File: config.mk
export PLATFORM = sky130hd
export DESIGN_NAME = csv_field_splitter
export DESIGN_NICKNAME = d
export VERILOG_FILES = /design/src/hdl/cfs_pkg.sv /design/src/hdl/csv_field_splitter.sv /design/src/hdl/cfs_front.sv /design/src/hdl/cfs_queue.sv /design/src/hdl/cfs_back.sv
export SDC_FILE = /design/constraint.sdc
export NUM_CORES = 1
export LEC_CHECK = 0
export ABC_AREA = 1
export BUFFER_PORTS_ARGS = -buffer_cell sky130_fd_sc_hd__buf_2
export CAP_MARGIN = 20
export CORE_MARGIN = 2
export CORE_UTILIZATION = 59
export CTS_CLUSTER_SIZE = 10
export DETAILED_ROUTE_END_ITERATION = 7
export PLACE_DENSITY = 0.77
export SLEW_MARGIN = 10
export SYNTH_ARGS = -nofsm -noshare
export SYNTH_HDL_FRONTEND = slang
export SYNTH_SLANG_ARGS = --single-unit
export TNS_END_PERCENT = 1
File: constraint.sdc
create_clock -name i_clk -period 2.9 [get_ports i_clk]
set_input_delay 0.145 -clock i_clk [delete_from_list [all_inputs] [get_ports i_clk]]
set_output_delay 0.145 -clock i_clk [all_outputs]
set_load 0.005 [all_outputs]
File: src/hdl/cfs_pkg.sv
// ----------------------------------------------------------------------------
// cfs_pkg
// Shared types and constants for the CSV field splitter.
// ----------------------------------------------------------------------------
package cfs_pkg;

    localparam int MAX_FIELD_CHARS_DEF = 1024;
    localparam int FIELD_LIMIT_MAX_DEF = 1024;
    localparam int QUEUE_DEPTH         = 4;

    localparam logic [10:0] MAX_FIELDS_RESET = 11'd64;
    localparam logic [7:0]  QUOTE_BYTE       = 8'h22;
    localparam logic [7:0]  COMMA_BYTE       = 8'h2C;
    localparam logic [7:0]  NUL_BYTE         = 8'h00;

    typedef enum logic [1:0] {
        CLS_CHAR,
        CLS_QUOTE,
        CLS_COMMA,
        CLS_EOL
    } t_byte_class;

    typedef struct packed {
        t_byte_class cls;
        logic [7:0]  data;
    } t_token;

    typedef enum logic [2:0] {
        KIND_CHAR      = 3'd0,
        KIND_FIELD_END = 3'd1,
        KIND_LINE_END  = 3'd2,
        KIND_UNCLOSED  = 3'd3,
        KIND_LIMIT     = 3'd4
    } t_kind;

    typedef struct packed {
        t_kind       kind;
        logic [7:0]  char_out;
        logic [9:0]  field_index;
        logic        chars_were_dropped;
    } t_result;

endpackage

File: src/hdl/csv_field_splitter.sv
// ----------------------------------------------------------------------------
// csv_field_splitter
// Splits a byte stream of CSV lines into characters, field and line markers.
// ----------------------------------------------------------------------------
// One byte enters per cycle on the slave stream while s_tready is high; a
// zero byte ends the line. Each byte produces zero or one result word on
// the master stream after passing the classifier register, the token queue
// and the result register, at a sustained rate of one byte per clock while
// the output is not stalled. A four-word token queue between the classifier
// and the parser lets the input keep flowing while the output is briefly
// stalled. Quotes toggle quoted mode anywhere in a field, a doubled quote
// inside quotes gives one literal quote, unquoted commas end fields.
// Fields keep at most MAX_FIELD_CHARS-1 characters; more are dropped and
// flagged at the field end. After max_fields fields the line is cut off with
// a limit marker and the rest is dropped up to the zero byte. Write
// max_fields only while the block is idle.
module csv_field_splitter #(
    parameter int MAX_FIELD_CHARS = cfs_pkg::MAX_FIELD_CHARS_DEF,
    parameter int FIELD_LIMIT_MAX = cfs_pkg::FIELD_LIMIT_MAX_DEF
) (
    input  logic        i_clk,
    input  logic        i_rst_n,
    // input byte stream
    input  logic        s_tvalid,
    output logic        s_tready,
    input  logic [7:0]  s_tdata,    // [7:0] byte_in
    // result stream
    output logic        m_tvalid,
    input  logic        m_tready,
    output logic [23:0] m_tdata,    // [7:0] char_out, [17:8] field_index,
                                    // [18] chars_were_dropped, rest zero
    output logic [2:0]  m_tuser,    // [2:0] kind
    // max_fields register write
    input  logic        i_cfg_valid,
    output logic        o_cfg_ready,
    input  logic [10:0] i_cfg_data
);
    import cfs_pkg::*;

    // effective limit clamps to FIELD_LIMIT_MAX, which may exceed the register
    localparam int LIM_CAP = (FIELD_LIMIT_MAX > 2047) ? 2047 : FIELD_LIMIT_MAX;
    localparam logic [10:0] LIM_CAP_W = LIM_CAP[10:0];

    logic        r_max_fields;
    logic [10:0] r_max_fields_q;
    logic [10:0] field_limit;

    logic   fr_valid, fr_ready;
    t_token fr_tok;
    logic   q_valid, q_ready;
    t_token q_tok;
    t_result res;

    assign o_cfg_ready = 1'b1;

    // r_max_fields marks that the register was ever written (unused value
    // otherwise comes from reset)
    always_ff @(posedge i_clk) begin
        if (!i_rst_n) begin
            r_max_fields_q <= MAX_FIELDS_RESET;
            r_max_fields   <= 1'b0;
        end else if (i_cfg_valid) begin
            r_max_fields_q <= i_cfg_data;
            r_max_fields   <= 1'b1;
        end
    end

    // zero acts as one, large values clamp to the cap
    always_comb begin
        if (r_max_fields_q == 11'd0) begin
            field_limit = 11'd1;
        end else if (r_max_fields_q > LIM_CAP_W) begin
            field_limit = LIM_CAP_W;
        end else begin
            field_limit = r_max_fields_q;
        end
    end

    cfs_front u_front (
        .i_clk   (i_clk),
        .i_rst_n (i_rst_n),
        .i_valid (s_tvalid),
        .o_ready (s_tready),
        .i_byte  (s_tdata),
        .o_valid (fr_valid),
        .i_ready (fr_ready),
        .o_tok   (fr_tok)
    );

    cfs_queue u_queue (
        .i_clk   (i_clk),
        .i_rst_n (i_rst_n),
        .i_valid (fr_valid),
        .o_ready (fr_ready),
        .i_tok   (fr_tok),
        .o_valid (q_valid),
        .i_ready (q_ready),
        .o_tok   (q_tok)
    );

    cfs_back #(
        .MAX_FIELD_CHARS (MAX_FIELD_CHARS)
    ) u_back (
        .i_clk         (i_clk),
        .i_rst_n       (i_rst_n),
        .i_field_limit (field_limit),
        .i_valid       (q_valid),
        .o_ready       (q_ready),
        .i_tok         (q_tok),
        .o_valid       (m_tvalid),
        .i_ready       (m_tready),
        .o_res         (res)
    );

    assign m_tuser = res.kind;
    assign m_tdata = {5'd0, res.chars_were_dropped, res.field_index, res.char_out};

    a_cfg_written: assert property (@(posedge i_clk) disable iff (!i_rst_n)
        i_cfg_valid |=> (r_max_fields && r_max_fields_q == $past(i_cfg_data)))
        else $error("max_fields write lost");

endmodule

File: src/hdl/cfs_front.sv
// ----------------------------------------------------------------------------
// cfs_front
// Input stage: one byte a cycle unless stalled; classifies and registers it.
// ----------------------------------------------------------------------------
module cfs_front (
    input  logic            i_clk,
    input  logic            i_rst_n,
    input  logic            i_valid,
    output logic            o_ready,
    input  logic [7:0]      i_byte,
    output logic            o_valid,
    input  logic            i_ready,
    output cfs_pkg::t_token o_tok
);
    import cfs_pkg::*;

    logic   r_valid;
    t_token r_tok;
    t_token n_tok;

    assign o_ready = !r_valid || i_ready;
    assign o_valid = r_valid;
    assign o_tok   = r_tok;

    always_comb begin
        n_tok.data = i_byte;
        case (i_byte)
            QUOTE_BYTE: n_tok.cls = CLS_QUOTE;
            COMMA_BYTE: n_tok.cls = CLS_COMMA;
            NUL_BYTE:   n_tok.cls = CLS_EOL;
            default:    n_tok.cls = CLS_CHAR;
        endcase
    end

    always_ff @(posedge i_clk) begin
        if (!i_rst_n) begin
            r_valid <= 1'b0;
        end else if (o_ready) begin
            r_valid <= i_valid;
        end
    end

    always_ff @(posedge i_clk) begin
        if (i_valid && o_ready) begin
            r_tok <= n_tok;
        end
    end

endmodule

File: src/hdl/cfs_queue.sv
// ----------------------------------------------------------------------------
// cfs_queue
// Short token FIFO between the classifier and the parser.
// ----------------------------------------------------------------------------
module cfs_queue (
    input  logic            i_clk,
    input  logic            i_rst_n,
    input  logic            i_valid,
    output logic            o_ready,
    input  cfs_pkg::t_token i_tok,
    output logic            o_valid,
    input  logic            i_ready,
    output cfs_pkg::t_token o_tok
);
    import cfs_pkg::*;

    localparam int PW = $clog2(QUEUE_DEPTH);
    localparam int CW = $clog2(QUEUE_DEPTH + 1);

    t_token          r_mem [QUEUE_DEPTH];
    logic [PW-1:0]   r_wr_ptr;
    logic [PW-1:0]   r_rd_ptr;
    logic [CW-1:0]   r_count;
    logic            push;
    logic            pop;

    assign o_ready = (r_count != CW'(QUEUE_DEPTH));
    assign o_valid = (r_count != '0);
    assign o_tok   = r_mem[r_rd_ptr];
    assign push    = i_valid && o_ready;
    assign pop     = o_valid && i_ready;

    always_ff @(posedge i_clk) begin
        if (push) begin
            r_mem[r_wr_ptr] <= i_tok;
        end
    end

    always_ff @(posedge i_clk) begin
        if (!i_rst_n) begin
            r_wr_ptr <= '0;
            r_rd_ptr <= '0;
            r_count  <= '0;
        end else begin
            if (push) r_wr_ptr <= r_wr_ptr + PW'(1);
            if (pop)  r_rd_ptr <= r_rd_ptr + PW'(1);
            case ({push, pop})
                2'b10:   r_count <= r_count + CW'(1);
                2'b01:   r_count <= r_count - CW'(1);
                default: r_count <= r_count;
            endcase
        end
    end

endmodule

File: src/hdl/cfs_back.sv
// ----------------------------------------------------------------------------
// cfs_back
// Parser: quote/field/length state per token, registers at most one result.
// ----------------------------------------------------------------------------
module cfs_back #(
    parameter int MAX_FIELD_CHARS = cfs_pkg::MAX_FIELD_CHARS_DEF
) (
    input  logic             i_clk,
    input  logic             i_rst_n,
    input  logic [10:0]      i_field_limit,
    input  logic             i_valid,
    output logic             o_ready,
    input  cfs_pkg::t_token  i_tok,
    output logic             o_valid,
    input  logic             i_ready,
    output cfs_pkg::t_result o_res
);
    import cfs_pkg::*;

    localparam int CW = $clog2(MAX_FIELD_CHARS);
    localparam logic [CW-1:0] CHAR_MAX = CW'(MAX_FIELD_CHARS - 1);

    logic          r_in_quotes,     n_in_quotes;
    logic          r_quote_pending, n_quote_pending;
    logic [10:0]   r_field_number,  n_field_number;
    logic [CW-1:0] r_char_number,   n_char_number;
    logic          r_skipping,      n_skipping;
    logic          r_overflowed,    n_overflowed;
    logic          r_out_valid;
    t_result       r_res,           n_res;
    logic          emit;
    logic          take;

    assign o_ready = !r_out_valid || i_ready;
    assign take    = i_valid && o_ready;
    assign o_valid = r_out_valid;
    assign o_res   = r_res;

    always_comb begin
        logic q;
        logic done;
        logic line_end;
        logic keep;
        logic [7:0] kc;
        q    = r_in_quotes;
        done = 1'b0;
        line_end = 1'b0;
        keep = 1'b0;
        kc   = i_tok.data;
        n_in_quotes     = r_in_quotes;
        n_quote_pending = r_quote_pending;
        n_field_number  = r_field_number;
        n_char_number   = r_char_number;
        n_skipping      = r_skipping;
        n_overflowed    = r_overflowed;
        emit = 1'b0;
        n_res.kind = KIND_CHAR;
        n_res.char_out = 8'd0;
        n_res.field_index = r_field_number[9:0];
        n_res.chars_were_dropped = 1'b0;

        if (take) begin
            if (r_skipping) begin
                if (i_tok.cls == CLS_EOL) begin
                    line_end = 1'b1;
                end else if (i_tok.cls == CLS_QUOTE) begin
                    n_in_quotes = !r_in_quotes;
                end
            end else begin
                // a quote seen in quoted mode: a second one is a literal
                if (r_quote_pending) begin
                    n_quote_pending = 1'b0;
                    if (i_tok.cls == CLS_QUOTE) begin
                        keep = 1'b1;
                        kc   = QUOTE_BYTE;
                        done = 1'b1;
                    end else begin
                        q = 1'b0;
                        n_in_quotes = 1'b0;
                    end
                end
                if (!done) begin
                    if (q) begin
                        case (i_tok.cls)
                            CLS_EOL:   line_end = 1'b1;
                            CLS_QUOTE: n_quote_pending = 1'b1;
                            default:   keep = 1'b1;
                        endcase
                    end else begin
                        case (i_tok.cls)
                            CLS_QUOTE: n_in_quotes = 1'b1;
                            CLS_EOL:   line_end = 1'b1;
                            CLS_COMMA: begin
                                emit = 1'b1;
                                n_res.chars_were_dropped = r_overflowed;
                                if ((r_field_number + 11'd1) >= i_field_limit) begin
                                    n_res.kind = KIND_LIMIT;
                                    n_skipping = 1'b1;
                                end else begin
                                    n_res.kind = KIND_FIELD_END;
                                    n_field_number = r_field_number + 11'd1;
                                end
                                n_char_number = '0;
                                n_overflowed  = 1'b0;
                            end
                            default:   keep = 1'b1;
                        endcase
                    end
                end
            end

            if (keep) begin
                if (r_char_number < CHAR_MAX) begin
                    n_char_number  = r_char_number + CW'(1);
                    emit           = 1'b1;
                    n_res.kind     = KIND_CHAR;
                    n_res.char_out = kc;
                end else begin
                    n_overflowed = 1'b1;
                end
            end

            if (line_end) begin
                emit = 1'b1;
                if (q) begin
                    n_res.kind = KIND_UNCLOSED;
                end else begin
                    n_res.kind = KIND_LINE_END;
                    n_res.chars_were_dropped = r_overflowed;
                end
                n_in_quotes     = 1'b0;
                n_quote_pending = 1'b0;
                n_field_number  = '0;
                n_char_number   = '0;
                n_skipping      = 1'b0;
                n_overflowed    = 1'b0;
            end
        end
    end

    always_ff @(posedge i_clk) begin
        if (!i_rst_n) begin
            r_in_quotes     <= 1'b0;
            r_quote_pending <= 1'b0;
            r_field_number  <= '0;
            r_char_number   <= '0;
            r_skipping      <= 1'b0;
            r_overflowed    <= 1'b0;
            r_out_valid     <= 1'b0;
        end else begin
            r_in_quotes     <= n_in_quotes;
            r_quote_pending <= n_quote_pending;
            r_field_number  <= n_field_number;
            r_char_number   <= n_char_number;
            r_skipping      <= n_skipping;
            r_overflowed    <= n_overflowed;
            if (o_ready) begin
                r_out_valid <= emit;
            end
        end
    end

    always_ff @(posedge i_clk) begin
        if (emit) begin
            r_res <= n_res;
        end
    end

    a_pending_in_quotes: assert property (@(posedge i_clk) disable iff (!i_rst_n)
        r_quote_pending |-> r_in_quotes)
        else $error("quote pending outside quoted mode");

    a_skip_no_pending: assert property (@(posedge i_clk) disable iff (!i_rst_n)
        r_skipping |-> !r_quote_pending)
        else $error("quote pending while skipping");

    a_overflow_full: assert property (@(posedge i_clk) disable iff (!i_rst_n)
        r_overflowed |-> (r_char_number == CHAR_MAX))
        else $error("overflow flagged with room left in field");

    a_stall_hold: assert property (@(posedge i_clk) disable iff (!i_rst_n)
        (r_out_valid && !i_ready) |=> (r_out_valid && $stable(r_res)))
        else $error("result changed while stalled");

endmodule

==> impl_metrics.toml, run 1 <==
[outcome]
status = "complete, but fails checks"
violations = "setup timing"

[hold_path]
min-delay-start = "i_cfg_valid"
holdPathEnd = "r_max_fields_q[1]$_SDFFE_PN0P_"
min_path_type = "input port to flip-flop"
holdPathStages = 3

[synthesis]
synth-main-ff-cell = "edfxtp_1"
synth_edf_count = 72
yosys-top-cells-area = "edfxtp_1 (38%), dfxtp_1 (17%), nand2_1 (9.5%), nor2_1 (5.8%), inv_1 (4.9%)"
syn_area_um2 = 5650
syn_area_per_cell_um2 = 8.96
syn_inst = 630
synth-seq-cells = 119
ys_async_sr_fraction_pct = 0
post-synth-top-area-cell = "edfxtp_1"
synth_sequential_area_ratio_pct = 55.0
synth_top_area_share_pct = 38.3
synth.most_common_cell = "nand2_1"
netlist_top_cells_count = "nand2_1 (143), nor2_1 (87), inv_1 (73), edfxtp_1 (72), dfxtp_1 (47)"
ys_types = 40
ys_warn_count = 0

[clocking]
htree_levels = 4
clkLatencyLatePin_ps = 530
cts_root_buf = "clkbuf_8"
cts.sinks = 119
clockBufferDepth = 2
cts_tree = "yes"
clkTransAtPathRegs_ps = 60
numCtsBuffers = 17

[worst_setup_path]
crit_path_end_kind = "flip-flop"
path_common_cell = "nand2_1"
cpPeakStageDelay_ps = 390
cp_max_fo = 5
crit_family = "simple AND/OR/NAND/NOR gates"
worst_path_max_delay_cell = "dfxtp_2"
critPathRequiredTime_ps = 3360
critPathKind = "flip-flop to flip-flop"
startpoint = "u_back.r_field_number[1]$_SDFFE_PN0P_"
r2r-start = "u_back.r_field_number[1]$_SDFFE_PN0P_"
timing.rr.end = "u_back.r_field_number[10]$_SDFFE_PN0P_"
crit_arrival_ps = 3510
critPathLaunchType = "flip-flop"
path_buf_inv = 1
reg2reg_depth = 20
regToRegSetupSlack_ps = -160
path_cells = "ha_4 -> nand3_2 -> nor2_4 -> nand3_2 -> nor2_1 -> nand2_1 -> nand2_1 -> inv_1 -> ha_4 -> nand2_1 -> nand2_1 -> a21oi_1 -> nand3_1 -> nor2_2 -> nand2_2 -> nand2_4 -> nand2_4 -> nand2_1 -> nand2_1 -> nor2_1"

[sta]
hold_violations = 0
fmax_mhz = 327
fin_ws_ps = -155
fin_crit_sh_pct = 105
fin_skew_ps = 6.63
finalCriticalPeriod_ps = 3060
tightest_slew_ps = 957
drv_slew = 0
slew_headroom_pct = 36.0
setup_viol = 11

[routing]
wl_um = 13600
antenna_violating_nets_post_route = 0
wl_per_cell_um = 15.8
dr.pass1.iters = 5
first_iter_violations = 406
drc_errors = 0
vias = 4751
vias_per_cell = 5.54

[power_and_ir_drop]
powerDensity_nw_per_um2 = 1020
ir_drop_mv = 0.667
p_leak_nw = 3.09
p_total_mw = 7.19

[placement]
post-place-cells = 799
dpl.hpwl_um = 7740
port_buffers = 47
place.gp.congestion = 0.899
placed_cell_area_um2 = 6010

[global_routing]
gr-total-overflow = 0
antenna_found_initial = 0
track_usage_pct = 24.4
grt_pass1_vias = 4275
grt_pass1_wl_um = 19300
grt_max_degree = 33

[cells_and_area]
antenna-diode-count = 0
drive_gt1_share_pct = 20.6
layout.cells.non_filler = 858
stdcell_area_um2 = 7050
fill_cells = 581
nets = 759
syn2layout_area_growth_pct = 24.9

[floorplan]
io_pins = 54
placementRows = 35
die_height_um = 102
start_util_pct = 60.8
die_w_um = 102
core_um2 = 9280
die_area_um2 = 10400

[run]
cap_violations = 0
==> stage by stage <==
stage	setup TNS [ps]	hold WS (ps)	utilization (%)	setup WS (ps)
detailed placement	-1050	342	64.7	-118
global route	-2240	34.3	76.0	-239
global placement	-26.6	339	64.7	-14.4
finish	-1190	20.7	76.0	-155
CTS	0	4.23	73.8	19.1
floorplan	0	244	-	282
==> area by class of cell <==
cell class / instances / area [um^2] / share of cell area, %
inverter: 74 / 278 / 3.94
multi-input combinational: 420 / 2340 / 33.2
clock inverter: 15 / 179 / 2.54
tap: 129 / 161 / 2.29
clock buffer: 17 / 414 / 5.87
sequential: 119 / 3110 / 44.1
timing repair buffer: 84 / 571 / 8.09
==> layer usage <==
layer  GRT usage [%]  wire length, um  up-vias
met1            29.5             5340     2221
met5               0                0        -
met2            41.8             6770      237
li1                -                -     2238
met4            11.3              496        0
met3            5.34              978       55
==> sequential cells by signal (all words and copies together) (netlist names), named ones only <==
| name | cells |
|---|---|
| u_queue.r_mem | 40 |
| u_back.o_res | 22 |
| r_max_fields_q | 11 |
| u_back.r_field_number | 11 |
| u_back.r_char_number | 10 |
| u_front.o_tok | 10 |
| u_queue.r_count | 3 |
| u_queue.r_rd_ptr | 2 |
| u_queue.r_wr_ptr | 2 |
| u_back.o_valid | 1 |
| u_back.r_in_quotes | 1 |
| u_back.r_overflowed | 1 |
| u_back.r_quote_pending | 1 |
| u_back.r_skipping | 1 |
| u_front.o_valid | 1 |
==> worst max path at each step <==
| stage | end | slack [ps] | cells after the start |
|---|---|---|---|
| after floorplan | u_back.r_field_number[7]$_SDFFE_PN0P_ | 280 | 19 |
| after global placement | u_back.r_field_number[4]$_SDFFE_PN0P_ | -10 | 18 |
| after detailed placement | u_back.r_field_number[1]$_SDFFE_PN0P_ | -120 | 19 |
| after CTS | u_back.r_field_number[2]$_SDFFE_PN0P_ | 20 | 19 |
| after global routing | u_back.r_field_number[10]$_SDFFE_PN0P_ | -240 | 20 |
| final | u_back.r_field_number[10]$_SDFFE_PN0P_ | -160 | 20 |
==> cell families (layout without fill, tap and decap cells) <==
group / Yosys count / count (layout) / share of synthesized area, %
simple gates: 295 / 297 / 22.8
buf+inv: 97 / 190 / 7.40
other cells: 2 / 6 / 0.133
compound gates: 88 / 88 / 8.78
xor+xnor: 10 / 10 / 1.55
flops: 119 / 119 / 55.0
fa+ha+maj: 19 / 19 / 4.34
==> report_power, final <==
group	switching (mW)	internal (mW)
Combinational	1.72	0.892
Sequential	0.227	2.27
Clock	0.767	1.31
==> timing repair <==
item | in CTS | in global routing
pin swaps | 1 | 14
gates cloned | 0 | 2
endpoints found under the hold margin | 21 | 0
hold buffers | 23 | 0
buffers inserted | 0 | 2
gates resized for setup | 5 | 45
endpoints found under the setup margin | 11 | 14
==> layout by cell type (no fill, tap or decap), types with 3 or more instances in the layout <==
master	instances
a21oi_1	31
buf_2	47
buf_4	14
bufinv_16	3
clkbuf_16	16
clkinv_2	4
clkinv_4	6
conb_1	6
dfxtp_1	44
dlygate4sd3_1	23
edfxtp_1	72
ha_1	15
ha_4	3
inv_1	71
inv_2	3
nand2_1	133
nand2_2	12
nand2_4	5
nand3_1	25
nand3_2	8
nand4_1	3
nor2_1	78
nor2_2	8
nor2_4	3
nor3_1	9
o21ai_0	38
o21ai_1	4
o22ai_1	6
xor2_1	8
==> worst min-delay path, delay by kind of cell <==
kind | cells | cell delay [ps]
simple gates | 1 | 90
compound gates | 1 | 100
buf+inv | 1 | 180
No activity file was read; power rests on OpenSTA's default activity.
==> run 2, diff against run 1 <==
ABC_AREA = default   (was 1)
PLACE_DENSITY = 0.78   (was 0.77)
==> impl_metrics.toml, run 2 <==
[sta]
drv_slew = 0
fin_crit_sh_pct = 98.3
slew_headroom_pct = 31.3
tightest_slew_ps = 1030
finalCriticalPeriod_ps = 2850
fin_ws_ps = 50.0
setup_viol = 0
fin_tns_setup_ps = 0
hold_violations = 0
fmax_mhz = 351
fin_skew_ps = 14.0

[cells_and_area]
layout_common_cells = "edfxtp_1 (72), buf_2 (47), dfxtp_1 (46)"
syn2layout_area_growth_pct = 21.9
final_core_util_pct = 74.4
multi_input_area_um2 = 2130
layout.cells.non_filler = 661
largest_register_ffs = 40
layout_commonest_cell = "edfxtp_1"
drive_gt1_share_pct = 20.4
antenna-diode-count = 0
regArea_um2 = 3100
nets = 584
fill_cells = 567
top_register = "u_queue.r_mem"

[worst_setup_path]
crit_arrival_ps = 3290
reg2reg_depth = 11
regToRegSetupSlack_ps = 50
cp_max_fo = 4
critPathRequiredTime_ps = 3340
crit_path_end_kind = "flip-flop"
critPathKind = "flip-flop to flip-flop"
r2r-start = "u_back.r_field_number[4]$_SDFFE_PN0P_"
startpoint = "u_back.r_field_number[4]$_SDFFE_PN0P_"
critPathLaunchType = "flip-flop"
timing.rr.end = "u_back.r_field_number[7]$_SDFFE_PN0P_"

[global_routing]
track_usage_pct = 23.6
antenna_found_initial = 0
grt_pass1_vias = 3789
gr-total-overflow = 0
grt_max_degree = 31
grt_pass1_wl_um = 18100

[synthesis]
ys_async_sr_fraction_pct = 0
synthMuxAreaShare_pct = 8.23
synth-main-ff-cell = "edfxtp_1"
synth-seq-cells = 119
synth_xor_area_share_pct = 1.96
synth_sequential_area_ratio_pct = 58.0
post-synth-top-area-cell = "edfxtp_1"
ys_types = 56
synth_edf_count = 72
synth.most_common_cell = "edfxtp_1"
synth_compound_gate_area_share_pct = 9.26
synthSimpleGateAreaFrac_pct = 14.9
syn_area_per_cell_um2 = 11.8
synth_top_area_share_pct = 40.4
syn_inst = 452
synth_top_family_by_area = "simple AND/OR/NAND/NOR gates"
yosys-top-cells-area = "edfxtp_1 (40%), dfxtp_1 (18%), ha_1 (4.2%), mux4_1 (3.9%), mux2i_1 (3.2%)"
ys_warn_count = 0
netlist_top_cells_count = "edfxtp_1 (72), dfxtp_1 (47), nand2_1 (44), nor2_1 (36)"
synthAdderAreaFrac_pct = 4.58
syn_area_um2 = 5350

[outcome]
status = "complete, no violations"

[power_and_ir_drop]
powerDensity_nw_per_um2 = 843
ir_drop_mv = 0.788
p_leak_nw = 2.57

[routing]
dr.pass1.iters = 5
wl_per_cell_um = 16.9
wl_um = 11200
antenna_violating_nets_post_route = 0
vias = 3854
first_iter_violations = 244
drc_errors = 0
vias_per_cell = 5.83

[hold_path]
holdPathEnd = "r_max_fields_q[6]$_SDFFE_PN1P_"
min_path_type = "input port to flip-flop"
holdPathStages = 2
min-delay-start = "i_rst_n"

[floorplan]
io_pins = 54
start_util_pct = 61.0
die_w_um = 99.2
die_height_um = 99.2
placementRows = 34
die_area_um2 = 9840
core_um2 = 8760

[clocking]
cts_tree = "yes"
htree_levels = 4
cts_root_buf = "clkbuf_8"
cts.sinks = 119
clockBufferDepth = 2
clkLatencyLatePin_ps = 520
numCtsBuffers = 17
clkTransAtPathRegs_ps = 60

[placement]
port_buffers = 47
post-place-cells = 608
place.gp.congestion = 0.864
place_ws_ps = -113
dpl.hpwl_um = 7220

[run]
cap_violations = 0
-- run 2: cell types whose count changed after synthesis, sizes merged, moves of 17 or more --
cell	delta
nand3	-19
nor2	-54
mux2i	+17
o21ai	-20
nand2	-106
inv	-60
-- run 2: metrics by stage --
step                      power (mW)  cell area (um^2)  hold slack [ps]
after floorplan                 3.11              5360              244
after global placement          3.57              5750              333
after detailed placement        3.62              5750              337
after CTS                       5.50              6490             5.43
after global routing            5.75              6520             45.2
final                           5.50              6520             28.9
-- run 2: how the worst max path moves through the flow --
stage | slack, ps | cells past startpoint | end
5_1_grt | -20 | 12 | u_back.r_field_number[4]$_SDFFE_PN0P_
2_1_floorplan | 80 | 5 | u_back.o_res[0]$_SDFFCE_PN0P_
4_1_cts | 20 | 11 | u_back.r_field_number[2]$_SDFFE_PN0P_
6_report | 50 | 11 | u_back.r_field_number[7]$_SDFFE_PN0P_
3_5_place_dp | -110 | 11 | u_back.r_field_number[9]$_SDFFE_PN0P_
3_3_place_gp | 100 | 11 | u_back.r_field_number[9]$_SDFFE_PN0P_
-- run 2: kinds of logic (layout without fill, tap and decap cells) --
logic type	count (synthesis)	after routing
compound gates	78	78
xor+xnor	12	12
fa+ha+maj	19	19
buf+inv	33	130
flops	119	119
mux	29	29
other cells	2	6
simple gates	160	160
-- run 2: power by group --
group	total (mW)	switching, mW	internal (mW)
clock	1.86	0.743	1.12
sequential	2.27	0.141	2.13
combinational	1.37	0.782	0.584
total	5.50	1.67	3.83
-- run 2: critical path, cell delays in order, from the launching register on --
cell       delay, ps
dfxtp_1          300
and3_1           220
and2_1           180
nor2b_1          140
or2_2            290
ha_1             290
and3_1           210
a221o_1          350
a21oi_2          160
o2111ai_2        190
or3_1            360
o21ai_0           90
-- run 2: final cells by class --
cell class	instances	area share, %
well taps	108	2.07
repair buffers	84	8.73
multi-input cells	304	32.7
inverters	15	0.863
flip-flops and latches	119	47.6
clock inverters	13	1.65
clock buffers	18	6.41
-- run 2: repair_timing --
action,CTS,global route
hold buffers,21,0
resized for setup,2,7
pin swaps,0,2
buffers inserted,0,1
endpoints found under the setup margin,9,14
endpoints found under the hold margin,23,0
-- run 2: layer usage --
layer	GRT usage, %	wire, um	up-vias
met5	0	0	-
met4	9.27	228	0
met3	5.55	642	22
met2	40.2	5650	150
met1	29.2	4670	1849
li1	-	-	1833
==> run 3, diff against run 2 <==
HOLD_SLACK_MARGIN = 0.06   (was default)
RECOVER_POWER = 100   (was default)
SETUP_SLACK_MARGIN = 0.5   (was default)
==> impl_metrics.toml, run 3 (same netlist as run 2, synthesis figures left out) <==
[global_routing]
track_usage_pct = 26.0
grt.met1_usage_pct = 31.2
grt_max_degree = 31
grt_pass1_vias = 3913
grt.met3_usage_pct = 6.75
gr-total-overflow = 0
antenna_found_initial = 0
grt_busiest_layer = "met2"
grt_pass1_wl_um = 19500
met2_usage_pct = 45.0

[cells_and_area]
nets = 587
antenna-diode-count = 0
layout_commonest_cell = "edfxtp_1"
layout_common_cells = "edfxtp_1 (72), dfxtp_1 (45), nand2_1 (44)"
top_register = "u_queue.r_mem"
syn2layout_area_growth_pct = 23.4
largest_register_ffs = 40
layout.cells.non_filler = 665
fill_cells = 566
drive_gt1_share_pct = 18.3

[outcome]
status = "complete, no violations"

[power_and_ir_drop]
powerDensity_nw_per_um2 = 842
p_leak_nw = 2.52
ir_drop_mv = 0.575

[sta]
hold_violations = 0
fin_tns_setup_ps = 0
drv_slew = 0
tightest_slew_ps = 1120
setup_viol = 0
rsz0062_at_grt = "yes"
holdWs_ps = 88.2
fmax_mhz = 368
fin_crit_sh_pct = 93.6
finalCriticalPeriod_ps = 2720
slew_headroom_pct = 25.3
fin_skew_ps = 9.78

[worst_setup_path]
r2r-start = "u_back.r_field_number[2]$_SDFFE_PN0P_"
timing.rr.end = "u_back.r_field_number[2]$_SDFFE_PN0P_"
reg2reg_depth = 10
regToRegSetupSlack_ps = 180
crit_path_end_kind = "flip-flop"
startpoint = "u_back.r_field_number[2]$_SDFFE_PN0P_"
critPathKind = "flip-flop to flip-flop"
critPathRequiredTime_ps = 3320
critPathLaunchType = "flip-flop"
cp_max_fo = 5
crit_arrival_ps = 3140

[placement]
port_buffers = 47
place.gp.congestion = 0.818
post-place-cells = 606
dpl.hpwl_um = 7340

[routing]
antenna_violating_nets_post_route = 0
first_iter_violations = 228
vias = 3955
dr.pass1.iters = 5
vias_per_cell = 5.95
drc_errors = 0
wl_um = 12100
wl_per_cell_um = 18.2

[floorplan]
die_height_um = 99.2
die_w_um = 99.2
core_um2 = 8760
io_pins = 54
die_area_um2 = 9840
start_util_pct = 61.0
placementRows = 34

[clocking]
numCtsBuffers = 17
clkTransAtPathRegs_ps = 60
cts.sinks = 119
clockBufferDepth = 2
htree_levels = 4
clkLatencyLatePin_ps = 530
cts_tree = "yes"
cts_root_buf = "clkbuf_8"

[hold_path]
holdPathEnd = "r_max_fields_q[7]$_SDFFE_PN0P_"
min-delay-start = "i_cfg_valid"
min_path_type = "input port to flip-flop"
holdPathStages = 3

[run]
cap_violations = 0
==> run 3: worst max-delay path by stage <==
stage	endpoint	slack (ps)	cells past startpoint
after global placement	u_back.r_field_number[9]$_SDFFE_PN0P_	60	11
final	u_back.r_field_number[2]$_SDFFE_PN0P_	180	10
after global routing	u_back.r_char_number[7]$_SDFFE_PN0P_	100	7
after CTS	u_back.r_field_number[10]$_SDFFE_PN0P_	320	10
after detailed placement	u_back.r_field_number[10]$_SDFFE_PN0P_	-30	11
after floorplan	u_back.r_field_number[7]$_SDFFE_PN0P_	180	11
==> run 3: through the flow <==
step	total power, mW	worst slack (ps)	utilization [%]	area (um^2)
after floorplan	3.12	183	-	5370
after CTS	5.60	323	75.6	6630
after global placement	3.57	58.6	65.5	5740
final	5.56	185	75.3	6600
after global routing	5.80	105	75.3	6600
after detailed placement	3.63	-32.2	65.5	5740
==> run 3: what timing repair did <==
| action | 4_1_cts | 5_1_grt |
|---|---|---|
| hold endpoints to repair | 23 | 0 |
| gates resized for setup | 25 | 7 |
| hold buffers | 22 | 0 |
| buffers inserted | 5 | 0 |
| gates cloned | 0 | 0 |
| endpoints found under the setup margin | 20 | 43 |
| pin swaps | 11 | 2 |
==> run 3: where the power goes <==
group          leakage [nW]  switching, mW  internal, mW
logic                  1.21          0.830         0.543
clock network         0.254          0.780          1.13
registers              1.06          0.145          2.13
total                  2.52           1.75          3.81
==> run 3: routing by layer <==
| layer | vias up | share of wire (%) |
|---|---|---|
| li1 | 1844 | - |
| met1 | 1900 | 40 |
| met2 | 176 | 51 |
| met3 | 35 | 6.2 |
| met4 | 0 | 2.6 |
| met5 | - | 0 |
==> run 3: layout make-up <==
cell class	count	area [um^2]	share of cell area, %
multi-input combinational	304	2200	33.3
inverter	15	56.3	0.853
tap	108	135	2.05
clock buffer	17	414	6.27
timing repair buffer	87	554	8.40
sequential	119	3110	47.1
clock inverter	15	130	1.97
==> run 3: critical path, cell delays in order, from the launching register on <==
cell     delay [ps]
dfxtp_1         340
and3_4          220
nand4_1         200
xnor2_1         200
ha_1            320
and3_4          180
a221o_1         300
a21oi_2         150
o21a_1          270
o21ai_1         140
a31o_2          290
